File: config.mk
export PLATFORM = sky130hd
export DESIGN_NAME = srr_cfg_flat
export DESIGN_NICKNAME = d
export VERILOG_FILES = /design/src/rtl/srr_pkg.sv /design/src/rtl/srr_ifs.sv /design/src/rtl/srr_cfg.sv /design/src/flat_wrapper.sv
export SDC_FILE = /design/constraint.sdc
export NUM_CORES = 1
export LEC_CHECK = 0
export BUFFER_PORTS_ARGS = -buffer_cell sky130_fd_sc_hd__buf_4
export CORE_ASPECT_RATIO = 0.8
export CORE_UTILIZATION = 53
export DETAILED_ROUTE_END_ITERATION = 16
export GPL_TIMING_DRIVEN = 1
export PLACE_DENSITY = 0.94
export SYNTH_ARGS = -nofsm -noshare
export SYNTH_HDL_FRONTEND = slang
export SYNTH_SLANG_ARGS = --single-unit
File: constraint.sdc
create_clock -name clk -period 1.95 [get_ports clk]
set_input_delay 0 -clock clk [delete_from_list [all_inputs] [get_ports clk]]
set_output_delay 0 -clock clk [all_outputs]
set_load 0.05 [all_outputs]
File: src/rtl/srr_pkg.sv
`default_nettype none
// ----------------------------------------------------------------------------
// srr_pkg: shared types and constants of the SipHash round RNG core
// Holds the state word types, the SipHash start constants, the seed tweak
// and the configuration register indexes.
// ----------------------------------------------------------------------------
package srr_pkg;

	localparam int unsigned WordW   = 64;
	localparam int unsigned NumWords = 4;
	localparam int unsigned CfgIdxW = 2;

	typedef logic [WordW-1:0] srr_word_t;
	typedef logic [NumWords-1:0][WordW-1:0] srr_state_t;
	typedef logic [CfgIdxW-1:0] srr_cfg_idx_t;

	// Request codes.
	localparam logic ReqSeed = 1'b0;
	localparam logic ReqMix  = 1'b1;

	// Configuration register indexes.
	localparam srr_cfg_idx_t CfgKeyLow  = srr_cfg_idx_t'(0);
	localparam srr_cfg_idx_t CfgKeyHigh = srr_cfg_idx_t'(1);

	// SipHash initialization constants and the seed tweak.
	localparam srr_word_t InitC0    = 64'h736f6d6570736575;
	localparam srr_word_t InitC1    = 64'h646f72616e646f6d;
	localparam srr_word_t InitC2    = 64'h6c7967656e657261;
	localparam srr_word_t InitC3    = 64'h7465646279746573;
	localparam srr_word_t SeedTweak = 64'h00000000000000bb;

	// Key held by the configuration registers.
	typedef struct packed {
		srr_word_t lo;
		srr_word_t hi;
	} srr_key_t;

endpackage : srr_pkg
`default_nettype wire

File: src/rtl/srr_ifs.sv
`default_nettype none


interface srr_cfg_if;
	logic                        valid;
	logic                        ready;
	logic [srr_pkg::CfgIdxW-1:0] index;
	logic [srr_pkg::WordW-1:0]   data;

	modport source (output valid, index, data, input ready);
	modport sink   (input valid, index, data, output ready);
endinterface : srr_cfg_if
`default_nettype wire

File: src/rtl/srr_cfg.sv
`default_nettype none
// ----------------------------------------------------------------------------
// srr_cfg: key registers
// Takes configuration write beats and holds the two key words.
// ----------------------------------------------------------------------------
module srr_cfg (
	input  wire              clk,
	input  wire              arst_n,
	srr_cfg_if.sink          cfg,
	output srr_pkg::srr_key_t key
);
	import srr_pkg::*;

	srr_key_t key_q;

	assign cfg.ready = 1'b1;
	assign key       = key_q;

	// Writes to an index with no register behind it are dropped.
	always_ff @(posedge clk or negedge arst_n) begin
		if (!arst_n) begin
			key_q <= '0;
		end else if (cfg.valid) begin
			unique case (cfg.index)
				CfgKeyLow:  key_q.lo <= cfg.data;
				CfgKeyHigh: key_q.hi <= cfg.data;
				default:    ;
			endcase
		end
	end

endmodule : srr_cfg
`default_nettype wire

File: src/flat_wrapper.sv
// flat-port wrapper written by rule: the top's interface ports become plain ports
module srr_cfg_flat import srr_pkg::*;
  (clk, arst_n, key, cfg_valid, cfg_index, cfg_data, cfg_ready);
  srr_cfg_if cfg_i ();
  input  wire clk;
  input  wire arst_n;
  output srr_pkg::srr_key_t key;
  input wire logic [$bits(cfg_i.valid)-1:0] cfg_valid;
  input wire logic [$bits(cfg_i.index)-1:0] cfg_index;
  input wire logic [$bits(cfg_i.data)-1:0] cfg_data;
  output wire logic [$bits(cfg_i.ready)-1:0] cfg_ready;
  assign cfg_i.valid = cfg_valid;
  assign cfg_i.index = cfg_index;
  assign cfg_i.data = cfg_data;
  assign cfg_ready = cfg_i.ready;
  srr_cfg u_core (.clk(clk), .arst_n(arst_n), .cfg(cfg_i), .key(key));
endmodule
# ---- Word-level counts from Yosys, hierarchy flattened
# Index checks and enable logic that the tools add are counted.
dict set report word_totals {
  wordCells 6
  out_inout_bits 129
  regBits 128
  input_bits 69
}
dict set report op_classes {
  eq_ne 1
  n_reduce_logical 3
}
# operator count
set op_table {}
lappend op_table {{$reduce_and A2 Y1} 2}
lappend op_table {{$eq A2 B1 Y1 const B} 1}
lappend op_table {{$logic_not A2 Y1} 1}

# ---- Logic depth before layout (Yosys ltp)
dict set report depth {
  word_depth 2
  depth_mapped 4
  ltp_nobuf 2
}

# ---- Worst setup path before layout
# No wires, ideal clock.
dict set report synth_path {
  path_kind {flip-flop to flip-flop}
  from {register u_core.key[67] (netlist name)}
  to {register u_core.key_q, in the netlist u_core.key[67]}
  setup_slack_ps 956
  required_time_ps 1825
  setup_time_ps 125
  arrival_time_ps 869
  period_less_slack_ps 994
  path_stages_with_launch 2
  n_path_buf 0
  cell_sequence {dfrtp_1 mux2_4}
}
# item line_no
set synth_rtl {}
lappend synth_rtl {{to (decl)} srr_cfg.sv:14} ;# srr_key_t key_q;

# ---- Final worst setup path
dict set report layout_path {
  from {register u_core.key_q, in the netlist u_core.key[51]}
  to {output port key[51] in the netlist's numbering}
}
# item line_no
set layout_rtl {}
lappend layout_rtl {{to (decl)} flat_wrapper.sv:7} ;# output srr_pkg::srr_key_t key;
# No word-level cell between the ends.

==> metrics.md <==
| Metric | Value |
|---|---|
| Outcome | completed |
| Worst-margin pin slew | roughly 0.66 ns |
| CP Class | reg2out |
| Combinational power share | 0.369 |
| Worst slew margin | 0.560 |
| Vias per inst | between 5 and 6 |
| Mean Syn Cell Area | between 15 and 20 µm² |
| Sequential fraction of the synthesis area | 0.616 |
| Layout cells sized above 1 | 0.646 |
| Syn Inst Count | 274 |
| Core area | 9270 µm² |
| Initial antenna violation count | 0 |
| GRT Resource Usage Total | 0.293 |
| Vias post-DR | 3473 |
| CTS Buf Count | 17 |
| Total Power | just over 10000 µW |
| H-tree levels | 4 |
| Most frequent cells in the layout | buf_4 (198), dfrtp_1 (128), mux2_4 (70), dlygate4sd3_1 (65), mux2_2 (58) |
| Antenna cell count | 0 |
| Clock Tree Buf Depth | 2 |
| MaxCap Viol Count | 0 |
| Clock power frac | 0.287 |
| Reg2Reg Setup Slack | between 1 and 1.5 ns |
| Yosys warns | 0 |
| Finish-stage setup viols | 0 |
| Clk root buf | clkbuf_16 |
| Die area | 10200 µm² |
| Part of the cycle the worst path needs | 0.533 |
| Largest net degree at the start of global routing | between 100 and 150 |
| Sum Neg Setup Slack | 0 ns |
| Effective utilization at floorplan | 0.561 |
| Cts repair resizes | 0 |
| WL per Instance | about 21 µm |
| Final Hold Violating Endpoints | 0 |
| DIE HEIGHT | 90.6 µm |
| Largest delay share family, worst path | flip-flops |
| Synthesis-to-finish area growth | 50.1% |
| Row cnt | 31 |
| Type of element capturing the critical path | output pin |
| Synth top area cells | dfrtp_1 (62%), mux2_4 (20%), mux2_2 (13%), buf_12 (4.6%), buf_6 (0.43%) |
| Setup Skew | 0 ns |
| CP Launch Type | flip-flop |
| Fmax | just under 1 GHz |
| VDD IR-drop max | between 0.0007 and 0.0008 V |
| Critical path, cell by cell | buf_4 |
| CP required | 1.95 ns |
| # IOs | roughly 200 |
| Unique cell type count in the Yosys netlist | 9 |
| Pwr Density | around 1300 nW/µm² |
| RSZ-0062 raised after global routing | false |
| Leakage power | ~0.0039 µW |
| Final min period | 1.04 ns |
| Yosys top cell by area | dfrtp_1 |
| CP bufs+invs | 1 |
| Switching share of total power | 0.382 |
| Psw | approximately 3900 µW |
| CP max-delay cell | dfrtp_1 |
| Top cell type's share of synthesized area | 0.616 |
| Register bit total from synthesis | between 100 and 150 |
| CP Max Fanout | 2 |
| CTS Sinks | ~130 |
| Synthesized cell area | 5200 µm² |
| WP data arrival | roughly 1.0 ns |
| Final HPWL DP | 7790 µm |
| DRC viols | 0 |
| Die Wd | 113 µm |
| First-pass GRT wire length | 22300 µm |
| Gr ovfl total | 0 |
| CTS tree | yes |
| Vias in the first global route | 3901 |
| Detail Route Antenna Nets | 0 |
| I/O Buffers | just under 200 |
| Hold crit path type | in2async |
| Max Slew Vio Count | 0 |
| GPL Wtd Cong | 0.699 |
| Max FFs per register | ~130 |
| CTS clk-pin slew, worst paths | around 0.06 ns |
| DR iter-0 viols | about 130 |
| DR pass1 iterations | 6 |
| Most common cell after layout, fill and taps aside | buf_4 |
| Clk_lat worst skew | 0.40 ns |
| Synthesized net count | 343 |
| Layout Nets | just over 600 |
| Total Routed Length | around 14000 µm |
| Seq pwr share | 0.343 |
| Cell Int Power | between 6000 and 7000 µW |
| Worst path max stage delay | approximately 0.4 ns |
Yosys cell counts:
master and instances:
buf_4 1, mux2_4 70, nor3b_2 1, conb_1 1, nand3b_1 1, dfrtp_1 128
buf_6 2, mux2_2 58, buf_12 12
power by group through the flow:
stage               logic (µW)  clock network (µW)  registers [µW]
floorplan                  713                   0            5250
global placement          3570                   0            3480
detailed placement        3650                   0            3510
CTS                       3770                2970            3500
global route              3900                3110            3570
finish                    3790                2950            3520
cell type report:
class	count	area, µm²
timing repair buffer	265	2180
fill	408	1460
clock inverter	11	90.1
multi-input combinational	131	1730
clock buffer	21	460
tap	115	144
sequential	128	3200
worst paths after layout:
kind                                      start              end  cells past startpoint
worst max register to register  u_core.key[123]  u_core.key[123]                      1
min in group clk                   cfg_index[1]  u_core.key[102]                      4
worst min-delay path                     arst_n  u_core.key[111]                      3
worst min register to register   u_core.key[79]   u_core.key[79]                      1
worst max-delay path             u_core.key[51]          key[51]                      1
max in group asynchronous                arst_n   u_core.key[71]                      3
metrics by stage:
| stage | setup slack [ns] | hold slack [ns] | instance area [µm²] | utilization | instances |
|---|---|---|---|---|---|
| floorplan | 0.956 | -0.296 | 5200 | - | 274 |
| global placement | 0.665 | 0.148 | 6610 | 0.713 | 574 |
| detailed placement | 0.567 | 0.168 | 6610 | 0.713 | 574 |
| CTS | 0.898 | 0.294 | 7810 | 0.842 | 671 |
| global route | 0.878 | 0.297 | 7810 | 0.842 | 671 |
| finish | 0.911 | 0.254 | 7810 | 0.842 | 671 |
layer usage:
layer / GRT usage / routed length (µm) / part of all wire / vias to the layer above
met3: 0.0879 / 1010 / 0.072 / 25
li1: - / - / - / 1509
met1: 0.339 / 5570 / 0.40 / 1765
met2: 0.517 / 7210 / 0.51 / 174
met4: 0.103 / 261 / 0.019 / 0
met5: 0 / 0 / 0 / -
cell families after synthesis:
group / synth area share
DFF: 0.616
muxes: 0.328
other: 0.000721
buffers and inverters: 0.0520
and+or+nand+nor: 0.00385
what timing repair did:
action | 4_1_cts | 5_1_grt
hold endpoints to repair | 256 | 0
hold buffers | 65 | 0
setup buffers | 0 | 0
Note: power is estimated with default switching activity, not from simulation.
